**config.mk**
```make
export PLATFORM = sky130hd
export DESIGN_NAME = i2c_eeprom_transaction_sequencer
export DESIGN_NICKNAME = d
export VERILOG_FILES = /design/src/rtl/core/iets_pkg.sv /design/src/rtl/core/i2c_eeprom_transaction_sequencer.sv
export SDC_FILE = /design/constraint.sdc
export NUM_CORES = 1
export LEC_CHECK = 0
export BUFFER_PORTS_ARGS = -buffer_cell sky130_fd_sc_hd__buf_2
export CAP_MARGIN = 20
export CORE_MARGIN = 2
export CORE_UTILIZATION = 30
export DETAILED_ROUTE_END_ITERATION = 12
export PLACE_DENSITY_LB_ADDON = 0.1
export SLEW_MARGIN = 20
export SYNTH_ARGS = -nofsm -noshare
export SYNTH_HDL_FRONTEND = slang
export SYNTH_SLANG_ARGS = --single-unit
```
**constraint.sdc**
```tcl
create_clock -name clk_i -period 6.4 [get_ports clk_i]
set_input_delay 0.64 -clock clk_i [delete_from_list [all_inputs] [get_ports clk_i]]
set_output_delay 0.64 -clock clk_i [all_outputs]
set_load 0.05 [all_outputs]
```
**src/rtl/core/iets_pkg.sv**
```systemverilog
`timescale 1ns / 1ps
// ----------------------------------------------------------------------------
// I2C EEPROM transaction sequencer package
// Shared codes, types, reset values and the page boundary table builder.
// ----------------------------------------------------------------------------

package iets_pkg;

  localparam int unsigned PAGE_BYTES_DEFAULT = 8;
  localparam logic [7:0]  DEV_ADDR_RESET     = 8'd160;
  localparam logic [15:0] POLL_LIMIT_RESET   = 16'd1000;
  localparam logic [8:0]  MAX_COUNT          = 9'd256;
  localparam int unsigned MAX_RESULTS        = 3;

  typedef enum logic [2:0] {
    MODE_PROBE = 3'd0,
    MODE_READ  = 3'd1,
    MODE_WRITE = 3'd2,
    MODE_DATA  = 3'd3,
    MODE_RESP  = 3'd4
  } mode_e;

  typedef enum logic [2:0] {
    CMD_NONE      = 3'd0,
    CMD_START     = 3'd1,
    CMD_STOP      = 3'd2,
    CMD_SEND      = 3'd3,
    CMD_RECV_ACK  = 3'd4,
    CMD_RECV_NACK = 3'd5
  } cmd_e;

  typedef enum logic [3:0] {
    PH_IDLE         = 4'd0,
    PH_PROBE_ACK    = 4'd1,
    PH_RD_DEV_ACK   = 4'd2,
    PH_RD_WORD_ACK  = 4'd3,
    PH_RD_DEV2_ACK  = 4'd4,
    PH_RD_DATA      = 4'd5,
    PH_WR_WAIT_DATA = 4'd6,
    PH_WR_POLL      = 4'd7,
    PH_WR_WORD_ACK  = 4'd8,
    PH_WR_DATA_ACK  = 4'd9
  } phase_e;

  typedef enum logic {
    CFG_DEV_ADDR   = 1'b0,
    CFG_POLL_LIMIT = 1'b1
  } cfg_idx_e;

  typedef struct packed {
    cmd_e       cmd;
    logic [7:0] cmd_byte;
    logic       rd_valid;
    logic [7:0] rd_value;
    logic       need_data;
    logic       done;
    logic       success;
    logic       last;
  } res_t;

  // Marks every 8-bit word address that starts a page.
  function automatic logic [255:0] page_start_map(int unsigned page_bytes);
    logic [255:0] m;
    int unsigned  k;
    m = '0;
    k = 0;
    for (int i = 0; i < 256; i++) begin
      m[i] = (k == 0);
      k++;
      if (k == page_bytes) begin
        k = 0;
      end
    end
    return m;
  endfunction

endpackage

```
**src/rtl/core/i2c_eeprom_transaction_sequencer.sv**
```systemverilog
`timescale 1ns / 1ps
// ----------------------------------------------------------------------------
// I2C EEPROM transaction sequencer
// Turns probe, read and write requests into byte-level I2C bus commands.
// ----------------------------------------------------------------------------
// The input channel carries requests, write data bytes and bus responses; the
// output channel carries one bus command per transaction, together with read
// data, data requests and the completion status. Both channels use valid and
// stall. The user must write registers through the cfg port only while the
// block is idle (not enforced). An accepted input updates the sequencer state
// in the same edge and loads the zero to three results it causes into a small
// result buffer; the first result is offered on the next cycle. An input
// causing one result lets inputs follow at one input per cycle unless the
// receiver stalls. An input causing n results occupies the buffer for n output
// transactions, and a new input is taken in the cycle its last result leaves.
// When the receiver stalls, the buffer holds and the input side stalls once
// the buffer is not about to empty. Reset returns the sequencer to idle and
// restores the device address to 160 and the polling limit to 1000.
// ----------------------------------------------------------------------------

module i2c_eeprom_transaction_sequencer #(
  parameter int unsigned PAGE_BYTES = iets_pkg::PAGE_BYTES_DEFAULT
) (
  input  logic        clk_i,
  input  logic        rst_ni,

  input  logic        cfg_we_i,
  input  logic [0:0]  cfg_addr_i,
  input  logic [15:0] cfg_wdata_i,

  input  logic        in_valid_i,
  output logic        in_stall_o,
  input  logic [2:0]  mode_i,
  input  logic [7:0]  address_i,
  input  logic [8:0]  byte_count_i,
  input  logic [7:0]  data_byte_i,
  input  logic        nack_i,

  output logic        out_valid_o,
  input  logic        out_stall_i,
  output logic [2:0]  bus_command_o,
  output logic [7:0]  command_byte_o,
  output logic        read_valid_o,
  output logic [7:0]  read_value_o,
  output logic        need_data_o,
  output logic        done_res_o,
  output logic        success_o,
  output logic        last_o
);

  localparam logic [255:0] PageStartMap = iets_pkg::page_start_map(PAGE_BYTES);

  logic [6:0]  dev_addr_q;
  logic [15:0] poll_limit_q;

  iets_pkg::phase_e phase_q, phase_d;
  logic [7:0]  cur_addr_q, cur_addr_d;
  logic [8:0]  bytes_left_q, bytes_left_d;
  logic [7:0]  held_q, held_d;
  logic [15:0] poll_q, poll_d;
  logic        first_q, first_d;

  iets_pkg::res_t res_q [iets_pkg::MAX_RESULTS];
  iets_pkg::res_t res_d [iets_pkg::MAX_RESULTS];
  logic [1:0]  cnt_q;
  logic [1:0]  nres;

  logic        accept;
  logic        take;
  logic [8:0]  count;
  logic        page_start;
  logic [8:0]  bl_dec;
  logic [7:0]  dev_w;
  logic [7:0]  dev_r;
  iets_pkg::mode_e mode;

  assign mode       = iets_pkg::mode_e'(mode_i);
  assign count      = (byte_count_i > iets_pkg::MAX_COUNT) ? iets_pkg::MAX_COUNT : byte_count_i;
  assign page_start = PageStartMap[cur_addr_q];
  assign bl_dec     = (bytes_left_q != 9'd0) ? bytes_left_q - 9'd1 : bytes_left_q;
  assign dev_w      = {dev_addr_q, 1'b0};
  assign dev_r      = {dev_addr_q, 1'b1};

  assign out_valid_o = (cnt_q != 2'd0);
  assign take        = out_valid_o && !out_stall_i;
  assign in_stall_o  = (cnt_q > 2'd1) || ((cnt_q == 2'd1) && out_stall_i);
  assign accept      = in_valid_i && !in_stall_o;

  always_ff @(posedge clk_i or negedge rst_ni) begin
    if (!rst_ni) begin
      dev_addr_q   <= iets_pkg::DEV_ADDR_RESET[7:1];
      poll_limit_q <= iets_pkg::POLL_LIMIT_RESET;
    end else if (cfg_we_i) begin
      unique case (iets_pkg::cfg_idx_e'(cfg_addr_i))
        iets_pkg::CFG_DEV_ADDR:   dev_addr_q   <= cfg_wdata_i[7:1];
        iets_pkg::CFG_POLL_LIMIT: poll_limit_q <= cfg_wdata_i;
        default: ;
      endcase
    end
  end

  always_comb begin
    phase_d      = phase_q;
    cur_addr_d   = cur_addr_q;
    bytes_left_d = bytes_left_q;
    held_d       = held_q;
    poll_d       = poll_q;
    first_d      = first_q;
    if (accept) begin
      unique case (mode)
        iets_pkg::MODE_PROBE, iets_pkg::MODE_READ, iets_pkg::MODE_WRITE: begin
          if (phase_q == iets_pkg::PH_IDLE) begin
            if (mode == iets_pkg::MODE_PROBE) begin
              phase_d = iets_pkg::PH_PROBE_ACK;
            end else if (count != 9'd0) begin
              cur_addr_d   = address_i;
              bytes_left_d = count;
              if (mode == iets_pkg::MODE_READ) begin
                phase_d = iets_pkg::PH_RD_DEV_ACK;
              end else begin
                first_d = 1'b1;
                phase_d = iets_pkg::PH_WR_WAIT_DATA;
              end
            end
          end
        end
        iets_pkg::MODE_DATA: begin
          if (phase_q == iets_pkg::PH_WR_WAIT_DATA) begin
            held_d = data_byte_i;
            if (first_q || page_start) begin
              poll_d  = 16'd1;
              phase_d = iets_pkg::PH_WR_POLL;
            end else begin
              phase_d = iets_pkg::PH_WR_DATA_ACK;
            end
          end
        end
        iets_pkg::MODE_RESP: begin
          unique case (phase_q)
            iets_pkg::PH_PROBE_ACK: phase_d = iets_pkg::PH_IDLE;
            iets_pkg::PH_RD_DEV_ACK:
              phase_d = nack_i ? iets_pkg::PH_IDLE : iets_pkg::PH_RD_WORD_ACK;
            iets_pkg::PH_RD_WORD_ACK:
              phase_d = nack_i ? iets_pkg::PH_IDLE : iets_pkg::PH_RD_DEV2_ACK;
            iets_pkg::PH_RD_DEV2_ACK:
              phase_d = nack_i ? iets_pkg::PH_IDLE : iets_pkg::PH_RD_DATA;
            iets_pkg::PH_RD_DATA: begin
              bytes_left_d = bl_dec;
              if (bl_dec == 9'd0) begin
                phase_d = iets_pkg::PH_IDLE;
              end
            end
            iets_pkg::PH_WR_POLL: begin
              if (!nack_i) begin
                phase_d = iets_pkg::PH_WR_WORD_ACK;
              end else if (poll_q >= poll_limit_q) begin
                phase_d = iets_pkg::PH_IDLE;
              end else begin
                poll_d = poll_q + 16'd1;
              end
            end
            iets_pkg::PH_WR_WORD_ACK:
              phase_d = nack_i ? iets_pkg::PH_IDLE : iets_pkg::PH_WR_DATA_ACK;
            iets_pkg::PH_WR_DATA_ACK: begin
              if (nack_i) begin
                phase_d = iets_pkg::PH_IDLE;
              end else begin
                cur_addr_d   = cur_addr_q + 8'd1;
                first_d      = 1'b0;
                bytes_left_d = bl_dec;
                phase_d      = (bl_dec == 9'd0) ? iets_pkg::PH_IDLE
                                                : iets_pkg::PH_WR_WAIT_DATA;
              end
            end
            default: ;
          endcase
        end
        default: ;
      endcase
    end
  end

  always_comb begin
    for (int i = 0; i < iets_pkg::MAX_RESULTS; i++) begin
      res_d[i] = '0;
    end
    nres = 2'd0;
    unique case (mode)
      iets_pkg::MODE_PROBE, iets_pkg::MODE_READ, iets_pkg::MODE_WRITE: begin
        if (phase_q == iets_pkg::PH_IDLE) begin
          if (mode == iets_pkg::MODE_PROBE || (mode == iets_pkg::MODE_READ && count != 9'd0)) begin
            res_d[0].cmd      = iets_pkg::CMD_START;
            res_d[1].cmd      = iets_pkg::CMD_SEND;
            res_d[1].cmd_byte = dev_w;
            nres              = 2'd2;
          end else if (count == 9'd0) begin
            res_d[0].cmd     = iets_pkg::CMD_STOP;
            res_d[0].done    = 1'b1;
            res_d[0].success = 1'b1;
            nres             = 2'd1;
          end else begin
            res_d[0].need_data = 1'b1;
            nres               = 2'd1;
          end
        end
      end
      iets_pkg::MODE_DATA: begin
        if (phase_q == iets_pkg::PH_WR_WAIT_DATA) begin
          if (first_q || page_start) begin
            res_d[0].cmd      = iets_pkg::CMD_STOP;
            res_d[1].cmd      = iets_pkg::CMD_START;
            res_d[2].cmd      = iets_pkg::CMD_SEND;
            res_d[2].cmd_byte = dev_w;
            nres              = 2'd3;
          end else begin
            res_d[0].cmd      = iets_pkg::CMD_SEND;
            res_d[0].cmd_byte = data_byte_i;
            nres              = 2'd1;
          end
        end
      end
      iets_pkg::MODE_RESP: begin
        unique case (phase_q)
          iets_pkg::PH_PROBE_ACK: begin
            res_d[0].cmd     = iets_pkg::CMD_STOP;
            res_d[0].done    = 1'b1;
            res_d[0].success = !nack_i;
            nres             = 2'd1;
          end
          iets_pkg::PH_RD_DEV_ACK, iets_pkg::PH_RD_WORD_ACK, iets_pkg::PH_RD_DEV2_ACK,
          iets_pkg::PH_WR_WORD_ACK, iets_pkg::PH_WR_DATA_ACK, iets_pkg::PH_WR_POLL: begin
            if (nack_i && !(phase_q == iets_pkg::PH_WR_POLL && poll_q < poll_limit_q)) begin
              res_d[0].cmd  = iets_pkg::CMD_STOP;
              res_d[0].done = 1'b1;
              nres          = 2'd1;
            end else begin
              unique case (phase_q)
                iets_pkg::PH_RD_DEV_ACK: begin
                  res_d[0].cmd      = iets_pkg::CMD_SEND;
                  res_d[0].cmd_byte = cur_addr_q;
                  nres              = 2'd1;
                end
                iets_pkg::PH_RD_WORD_ACK: begin
                  res_d[0].cmd      = iets_pkg::CMD_START;
                  res_d[1].cmd      = iets_pkg::CMD_SEND;
                  res_d[1].cmd_byte = dev_r;
                  nres              = 2'd2;
                end
                iets_pkg::PH_RD_DEV2_ACK: begin
                  res_d[0].cmd = (bytes_left_q > 9'd1) ? iets_pkg::CMD_RECV_ACK
                                                       : iets_pkg::CMD_RECV_NACK;
                  nres         = 2'd1;
                end
                iets_pkg::PH_WR_POLL: begin
                  if (!nack_i) begin
                    res_d[0].cmd      = iets_pkg::CMD_SEND;
                    res_d[0].cmd_byte = cur_addr_q;
                    nres              = 2'd1;
                  end else begin
                    res_d[0].cmd      = iets_pkg::CMD_START;
                    res_d[1].cmd      = iets_pkg::CMD_SEND;
                    res_d[1].cmd_byte = dev_w;
                    nres              = 2'd2;
                  end
                end
                iets_pkg::PH_WR_WORD_ACK: begin
                  res_d[0].cmd      = iets_pkg::CMD_SEND;
                  res_d[0].cmd_byte = held_q;
                  nres              = 2'd1;
                end
                default: begin
                  if (bl_dec == 9'd0) begin
                    res_d[0].cmd     = iets_pkg::CMD_STOP;
                    res_d[0].done    = 1'b1;
                    res_d[0].success = 1'b1;
                  end else begin
                    res_d[0].need_data = 1'b1;
                  end
                  nres = 2'd1;
                end
              endcase
            end
          end
          iets_pkg::PH_RD_DATA: begin
            if (bl_dec == 9'd0) begin
              res_d[0].cmd     = iets_pkg::CMD_STOP;
              res_d[0].done    = 1'b1;
              res_d[0].success = 1'b1;
            end else begin
              res_d[0].cmd = (bl_dec > 9'd1) ? iets_pkg::CMD_RECV_ACK
                                             : iets_pkg::CMD_RECV_NACK;
            end
            res_d[0].rd_valid = 1'b1;
            res_d[0].rd_value = data_byte_i;
            nres              = 2'd1;
          end
          default: ;
        endcase
      end
      default: ;
    endcase
    for (int i = 0; i < iets_pkg::MAX_RESULTS; i++) begin
      res_d[i].last = (2'(i) + 2'd1 == nres);
    end
  end

  always_ff @(posedge clk_i or negedge rst_ni) begin
    if (!rst_ni) begin
      phase_q      <= iets_pkg::PH_IDLE;
      cur_addr_q   <= '0;
      bytes_left_q <= '0;
      held_q       <= '0;
      poll_q       <= '0;
      first_q      <= 1'b1;
      cnt_q        <= '0;
    end else begin
      phase_q      <= phase_d;
      cur_addr_q   <= cur_addr_d;
      bytes_left_q <= bytes_left_d;
      held_q       <= held_d;
      poll_q       <= poll_d;
      first_q      <= first_d;
      if (accept) begin
        cnt_q <= nres;
      end else if (take) begin
        cnt_q <= cnt_q - 2'd1;
      end
    end
  end

  always_ff @(posedge clk_i) begin
    if (accept) begin
      for (int i = 0; i < iets_pkg::MAX_RESULTS; i++) begin
        res_q[i] <= res_d[i];
      end
    end else if (take) begin
      for (int i = 0; i < iets_pkg::MAX_RESULTS - 1; i++) begin
        res_q[i] <= res_q[i+1];
      end
    end
  end

  assign bus_command_o  = res_q[0].cmd;
  assign command_byte_o = res_q[0].cmd_byte;
  assign read_valid_o   = res_q[0].rd_valid;
  assign read_value_o   = res_q[0].rd_value;
  assign need_data_o    = res_q[0].need_data;
  assign done_res_o     = res_q[0].done;
  assign success_o      = res_q[0].success;
  assign last_o         = res_q[0].last;

endmodule
```
After elaboration in Yosys (flattened, before gate mapping)
Memory sizes are Yosys's and may differ from the RTL's.
Cells that the tools add are included.
Word-level totals
  bits of input ports: 51
  logic and storage cells: 207
  register bits after elaboration: 71
  RAM bits: 72
  memories kept: 2
  memory bits (read-only): 256
Cells by class
  $add $sub $neg: 4
  bitwise gates (word level): 3
  $lt $le $gt $ge: 7
  multiplexer cells: 111
  equality and inequality tests: 34
  reductions and logical operators: 37
Memories
  (no name shown): words 256, width 1, read ports 1, clocked after memory_dff 0, write ports 0, line i2c_eeprom_transaction_sequencer.sv:79  | assign page_start = PageStartMap[cur_addr_q];
  res_q: words 3, width 24, read ports 3, clocked after memory_dff 0, write ports 3, line i2c_eeprom_transaction_sequencer.sv:63  | iets_pkg::res_t res_q [iets_pkg::MAX_RESULTS];
Operators by type and width (number)
  $mux W10: 8
  $mux W16: 5
  $mux W8: 9
  $mux W9: 8
  $mux W24: 2
  $pmux W8 S2: 3
  $mux W4: 9
  $pmux W9 S2: 2
  $mux W2: 16
  $pmux W16 S2: 1
  $pmux W4 S8: 1
  $mux W3: 10
  $pmux W3 S3: 3
  $pmux W8 S3: 1
  $mux W1: 23
  $reduce_and A7 Y1: 3
  $ne A2 B2 Y1 const B: 10
  $pmux W10 S2: 1
  $gt A9 B1 Y1 const B: 2
  $logic_not A9 Y1: 2
  $reduce_bool A9 Y1: 2
  $add A16 B1 Y16 const B: 1
  $eq A4 B3 Y1 const B: 4
  $ge A16 B16 Y1: 1
  other kinds (44): 69

Depth between registers and ports, before layout
Gate-level depths: netlist of the first run.
  word-level depth: 10
  gate-level depth with buffers: 10
  gate-level depth less buffers: 9

Worst setup path after synthesis of the first run
Ideal clock, no wire load.
  path type: input to register
  from: input port out_stall_i
  to: memory res_q[0][0] (netlist name), enable pin
  data arrival time: 3134 ps
  slack: 2790 ps
  library setup time: 476 ps
  cell stages on the path: 1
  data required time: 5924 ps
  cell sequence: o21ai_0
RTL lines
  from (decl): line i2c_eeprom_transaction_sequencer.sv:40  | input logic out_stall_i,
  to (decl): line i2c_eeprom_transaction_sequencer.sv:63

Worst setup path after layout of the first run
  from: register phase_q[2]
  to: register poll_q[5]
Between the ends
  word-level cells in the longest chain between the ends: 3
  elaborated cells on any way between the ends: 5
RTL lines
  from (decl): line i2c_eeprom_transaction_sequencer.sv:56  | iets_pkg::phase_e phase_q, phase_d;
  from (signal assigned): line i2c_eeprom_transaction_sequencer.sv:309  | phase_q <= iets_pkg::PH_IDLE;
  from (signal assigned): line i2c_eeprom_transaction_sequencer.sv:317  | phase_q <= phase_d;
  $eq A4 B3 Y1, on equally long branches: line i2c_eeprom_transaction_sequencer.sv:139, i2c_eeprom_transaction_sequencer.sv:128
  $ne A2 B2 Y1 (no source line)
  $reduce_and A7 Y1 (no source line) *
  to (signal assigned): line i2c_eeprom_transaction_sequencer.sv:321  | poll_q <= poll_d;
  to (decl): line i2c_eeprom_transaction_sequencer.sv:60  | logic [15:0] poll_q, poll_d;
Mark *: on every way between the ends. The rest lies on a longest branch, timed or not.
A chain may end at the register's enable or synchronous reset.

==> results of run 1 <==
[sequential cells by signal (all words and copies together), names as in the netlist]
register      count
phase_q           4
dev_addr_q        7
held_q            8
poll_limit_q     16
bytes_left_q      9
poll_q           16
first_q           1
cur_addr_q        8
cnt_q             2
res_q            44
[area by class of cell]
cell class / instances / area (um2) / area share
sequential: 115 / 3110 / 0.385
inverter: 41 / 154 / 0.0191
clock inverter: 7 / 61.3 / 0.00760
tap: 285 / 357 / 0.0442
clock buffer: 25 / 465 / 0.0577
multi-input combinational: 508 / 3460 / 0.429
timing repair buffer: 84 / 464 / 0.0575
[critical path: stages, from the launching register on]
cell and delay [ns]:
dfrtp_1 0.88, and4bb_2 0.38, o2111ai_1 0.26, a2111oi_2 0.40
nand4_1 0.62, or4_1 0.71, a21oi_1 0.16
[power by group through the flow]
stage / combinational, mW / clock, mW / sequential [mW]
final: 1.19 / 0.869 / 1.24
after global routing: 1.30 / 0.931 / 1.27
after CTS: 1.19 / 0.891 / 1.24
after detailed placement: 1.19 / 0 / 1.25
after global placement: 1.16 / 0 / 1.24
after floorplan: 0.950 / 0 / 1.17
[through the flow]
stage / utilization / area, um2 / hold slack [ns] / total power [mW] / setup WS [ns]
after floorplan: - / 6960 / 0.344 / 2.12 / 2.79
after global placement: 0.330 / 7490 / 0.490 / 2.40 / 2.70
after detailed placement: 0.331 / 7520 / 0.495 / 2.44 / 2.54
after CTS: 0.354 / 8050 / 0.440 / 3.32 / 2.55
after global routing: 0.355 / 8070 / 0.372 / 3.50 / 2.63
final: 0.355 / 8070 / 0.330 / 3.29 / 2.90
[per-layer routing]
metal,wire length (um),track usage,vias to the layer above
met1,9300,0.220,2814
li1,-,-,2782
met3,785,0.0399,32
met2,9520,0.281,128
met4,431,0.0599,2
met5,13,0,-
[cells in the mapped netlist, drive strengths merged, types with 16 or more instances]
master	n	area, um2
inv	41	154
ha	25	313
dfrtp	62	1550
a21oi	35	175
mux2	25	282
nor2	38	143
edfxtp	44	1320
nand2	63	236
buf	24	164
nor3	24	120
clkbuf	28	105
a22o	16	140
nand3	21	105
o21ai	43	215
[kinds of logic after synthesis]
kind of cell / Yosys count / synth area share
flops: 115 / 0.447
compound gates: 195 / 0.197
buf+inv: 93 / 0.0607
mux: 34 / 0.0534
xor+xnor: 4 / 0.00503
simple gates: 248 / 0.189
fa+ha+maj: 27 / 0.0478
[placed cells by master (no fill, tap or decap), types with 7 or more instances in the layout]
| cell type | instances |
|---|---|
| clkbuf_16 | 17 |
| and2_1 | 12 |
| mux2i_1 | 9 |
| o21ai_0 | 41 |
| o31ai_1 | 13 |
| nor2_1 | 38 |
| or4_1 | 10 |
| nand2b_1 | 13 |
| a31oi_1 | 8 |
| edfxtp_1 | 44 |
| nand3_1 | 21 |
| buf_2 | 76 |
| nor3_1 | 21 |
| a22o_1 | 16 |
| inv_1 | 41 |
| dfstp_2 | 9 |
| nor4_1 | 8 |
| nor2b_1 | 8 |
| a21oi_1 | 35 |
| nand4_1 | 14 |
| ha_1 | 25 |
| clkbuf_1 | 7 |
| o211ai_1 | 9 |
| nand2_1 | 63 |
| a21o_1 | 15 |
| or3_1 | 8 |
| dfrtp_1 | 62 |
| mux2_2 | 25 |
[path summary, 6_finish.rpt]
check	from	end	slack, ns	cells past startpoint
setup / recovery	phase_q[2]$_DFFE_PN0P_	poll_q[5]$_DFFE_PN0P_	2.90	6
hold / removal	rst_ni	held_q[7]$_DFFE_PN0P_	0.33	2
setup reg to reg	phase_q[2]$_DFFE_PN0P_	poll_q[5]$_DFFE_PN0P_	2.90	6
hold reg to reg	held_q[3]$_DFFE_PN0P_	held_q[3]$_DFFE_PN0P_	0.50	1
max in group asynchronous	rst_ni	cnt_q[0]$_DFFE_PN0P_	5.52	2
min in group clk_i	cfg_wdata_i[6]	dev_addr_q[5]$_DFFE_PN0P_	0.45	3
==> metrics, run 1 <==
Detailed Place HPWL 14500 um; YS warnings 0; max-cap violation count 0; Bufs on Longest Clock Path 2; leak pwr 3.41 nW; Setup Buffers After CTS 0; WP data arrival about 3.8 ns; CP Max Fanout 28; Worst Tran Pin Value 1.10 ns; Initial Util 0.307; share of total power in sequential cells 0.376; Mapped Nets 792; EDFF count, synth 44; RSZ-0062 raised after global routing false; Final ANT Viol Nets 0; Post-Place Cells 1032; period utilization 0.546; TritonCTS Buffers 17; die area approximately 24000 um2; clk_lat worst skew between 0.4 and 0.5 ns; # clock sinks 115; Tot GR Track Use 0.171; final setup fails 0; IO buf count 76; Tmin final 3.50 ns; drt wl/cell 18.8 um; WP data required 6.74 ns; # hold bufs at CTS 0; drt pass-1 iters 5; Avg Cell Area, Syn roughly 9.7 um2; clock-pin slew on the worst setup and hold paths around 0.06 ns; P&R area growth vs syn 15.9%; Die W 156 um; pin count of the biggest net entering global routing 72; clock network power share 0.264; skew final 0.00966 ns; Core ar. 22700 um2; Slew headroom 0.262; total wire length 20100 um; NetSw between 1 and 1.5 mW; routed vias about 5800; Critical Setup Path Class flop to flop; fin. max-slew vios 0; post-CTS sizing 0; cells after synthesis about 720; GR Overflow Total 0; post-synthesis async set-or-reset flop share 0.617; first-pass GRT wire length 32100 um; ys flop type dfrtp_1; Power Internal 1.95 mW; vias in the first global route 5814; flops & latches, synth 115; Clock Root Buffer clkbuf_16; final cell count without fillers 1065; Netlist cell types 74; CTS tree yes; startpoint types flop; crit end category flop; initial antenna violation count 1; min-delay worst type input pin to async pin; switching part of the total power 0.409; die height 156 um; H-tree depth 4; Fillers 2334; fraction of layout cells with a size suffix above 1 0.201; RePlAce Congestion 0.830; Final Hold Vio Count 0; Combinational Power Share 0.360; Nets between 800 and 900; PwrDens 408 nW/um2; initial DRC count 374; row count 55; status finished clean; Seq/Total Area, Yosys 0.447; Vias/cell about 5.4; final setup TNS 0 ns; fmax 286 MHz; number of I/O pins just under 80; synthesized cell area 6960 um2; Max VDD drop roughly 0.00014 V; antenna diode instance count 0; DRC 0
Power figures use the tool's default switching activity.
==> inputs of run 2 (changes only) <==
Settings changed: ABC_AREA from default to 1.
Clock period 6.4 ns to 2.95 ns, I/O delays scaled along.
==> metrics, run 2 <==
status finished clean; Final ANT Viol Nets 0 (unchanged); row count 55 (unchanged); Setup Buffers After CTS 0 (unchanged); initial antenna violation count 0 (-1); Netlist cell types 39 (-47%); skew final 0.00812 ns (-0.00154 ns); Area contributors post-synth dfrtp_1, edfxtp_1, nand2_1; Pwr Total 7.53 mW (+130%); P&R area growth vs syn 18.0%; fraction of layout cells with a size suffix above 1 0.160 (-0.0415); worst r2r path cells 13 (+7); RePlAce Congestion 0.853 (+2.7%); # hold bufs at CTS 0 (unchanged); H-tree depth 4 (unchanged); flops & latches, synth 115 (unchanged); antenna diode instance count 0 (unchanged); ys flop type dfrtp_1; CTS tree yes; fin. max-slew vios 0 (unchanged); Core ar. 22500 um2 (-0.91%); fmax 378 MHz (+32%); Tot GR Track Use 0.161 (-0.00961); DRC 0 (unchanged); IO buf count 76 (unchanged); Bufs on Longest Clock Path 2 (unchanged); drt wl/cell 14.7 um (-22%); Final Instance Area 8090 um2 (+0.28%); # clock sinks 115 (unchanged); synthesized cell area 6860 um2 (-1.5%); CP max stage cell dfstp_2; pin count of the biggest net entering global routing 72 (unchanged); most common cell after layout, fill and taps aside nand2_1; WP data required 3.18 ns (-3.56 ns); crit end category flop; min-delay worst type input pin to async pin; Worst Tran Pin Value 0.988 ns (-0.112 ns); initial DRC count 266 (-29%); Vias/cell 4.68 (-13%); most instantiated library cell after synthesis nand2_1; CP Max Fanout 9 (-68%); top cell type's share of synthesized area 0.226 (+0.00350); startpoint types flop; leak pwr 3.90 nW (+14%); most frequent cells in the layout nand2_1, inv_1, o21ai_0, nor2_1, buf_2; Seq/Total Area, Yosys 0.454 (+0.00701); clock-pin slew on the worst setup and hold paths 0.06 ns (about the same); Max VDD drop 0.000304 V (+110%); Slew headroom 0.342 (+0.0799); Clock Root Buffer clkbuf_16; clk_lat worst skew 0.42 ns (about the same); Final Hold Vio Count 0 (unchanged); Critical Setup Path Class flop to flop; TritonCTS Buffers 17 (unchanged); period utilization 0.897 (+0.351); routed vias 5874 (+2.0%); number of I/O pins 77 (unchanged); PwrDens 931 nW/um2 (+130%); max-cap violation count 0 (unchanged); RSZ-0062 raised after global routing false; Avg Cell Area, Syn 7.71 um2 (-21%); area leader, netlist dfrtp_1; final setup TNS 0 ns (unchanged); post-synthesis async set-or-reset flop share 0.617 (unchanged); YS warnings 0 (unchanged); Initial Util 0.305 (-0.00197); first-pass GRT wire length 30300 um (-5.5%); total wire length 18400 um (-8.1%); drt pass-1 iters 5 (unchanged); most frequent cells after synthesis nand2_1, inv_1, o21ai_0; post-placement cell area 7470 um2 (-0.60%); max reg flops 44 (unchanged); EDFF count, synth 44 (unchanged); WP data arrival 2.88 ns (-0.95 ns); GR Overflow Total 0 (unchanged); post-CTS sizing 0 (unchanged); vias in the first global route 5776 (-0.65%); Die W 155 um (-0.75%); most frequent cell on the critical path nand2_1; cells after synthesis 889 (+24%); die height 155 um (-0.75%); Tmin final 2.65 ns (-0.851 ns); final setup fails 0 (unchanged); die area 24100 um2 (-1.5%); CP Cell Sequence inv_1, ha_1, nand2_1, nand2_1, nand3_1, nand2_1, a21oi_1, nand3_1, nand2_1, nand4_1, nand2_1, nand2_1, o21ai_0; Nets 1033 (+23%); Mapped Nets 965 (+22%); Largest Register res_q; Detailed Place HPWL 13700 um (-5.2%); crit-path max cell delay 0.51 ns (-0.37 ns); Top Registers res_q: 44 flops, poll_limit_q: 16 flops, poll_q: 16 flops
run 2: changes by cell type after synthesis, moves of 24 or more:
cell,before,now
nand3_1,21,53
mux2_2,25,1
o21ai_0,43,97
nand2_1,63,225
nor2_1,38,92
inv_1,41,116
run 2: kinds of logic (layout without fill, tap and decap cells):
logic type	count (synthesis)	count (layout)	share of synthesized area
flip-flops	115	115	0.454
XOR/XNOR	7	7	0.00894
adder cells (fa/ha/maj)	25	25	0.0456
AO/OA/AOI/OAI	161	161	0.125
buffers and inverters	162	243	0.101
multiplexers	1	1	0.00164
AND/OR/NAND/NOR	418	418	0.264
run 2: metrics by stage:
step | hold slack, ns | worst slack, ns | std cells | util
4_1_cts | 0.0756 | 0.310 | 1255 | 0.360
2_1_floorplan | -0.000591 | 0.312 | 889 | -
6_report | 0.0439 | 0.304 | 1255 | 0.360
3_3_place_gp | 0.469 | 0.367 | 1223 | 0.332
3_5_place_dp | 0.474 | 0.345 | 1223 | 0.332
5_1_grt | 0.104 | 0.00121 | 1255 | 0.360
run 2: final timing paths:
path                                                end  slack [ns]                   startpoint
max                              res_q[0][40]$_DFFE_PP_        0.30  poll_limit_q[9]$_DFFE_PN1P_
max in group asynchronous         held_q[7]$_DFFE_PN0P_        2.26                       rst_ni
max reg2reg                      res_q[0][40]$_DFFE_PP_        0.30  poll_limit_q[9]$_DFFE_PN1P_
min reg2reg                 poll_limit_q[4]$_DFFE_PN0P_        0.49  poll_limit_q[4]$_DFFE_PN0P_
min                        poll_limit_q[11]$_DFFE_PN0P_        0.04                       rst_ni
min in group clk_i          poll_limit_q[8]$_DFFE_PN1P_        0.11               cfg_wdata_i[8]
run 2: routing by layer:
metal / track usage / vias to the layer above / routed length (um)
li1: - / 3041 / -
met1: 0.220 / 2705 / 9260
met2: 0.258 / 109 / 8230
met3: 0.0334 / 19 / 660
met4: 0.0472 / 0 / 278
met5: 0 / - / 0
run 2: report_power, final:
| part | switching, mW | total (mW) | internal [mW] |
|---|---|---|---|
| Combinational | 2.05 | 2.82 | 0.771 |
| Clock | 0.804 | 2.16 | 1.36 |
| Sequential | 0.298 | 2.55 | 2.25 |
run 2: area by class of cell:
cell class / instances / area, um2
fill: 2419 / 14400
clock inverter: 14 / 176
sequential: 115 / 3110
timing repair buffer: 90 / 488
inverter: 121 / 454
tap: 285 / 357
multi-input combinational: 612 / 3070
clock buffer: 18 / 439
run 2: worst max-delay path, delay by kind of cell (launching register included):
family	cells	cell delay (ns)
AO/OA/AOI/OAI	2	0.56
flip-flops	1	0.51
buffers and inverters	1	0.05
AND/OR/NAND/NOR	9	1.02
adder cells (fa/ha/maj)	1	0.31
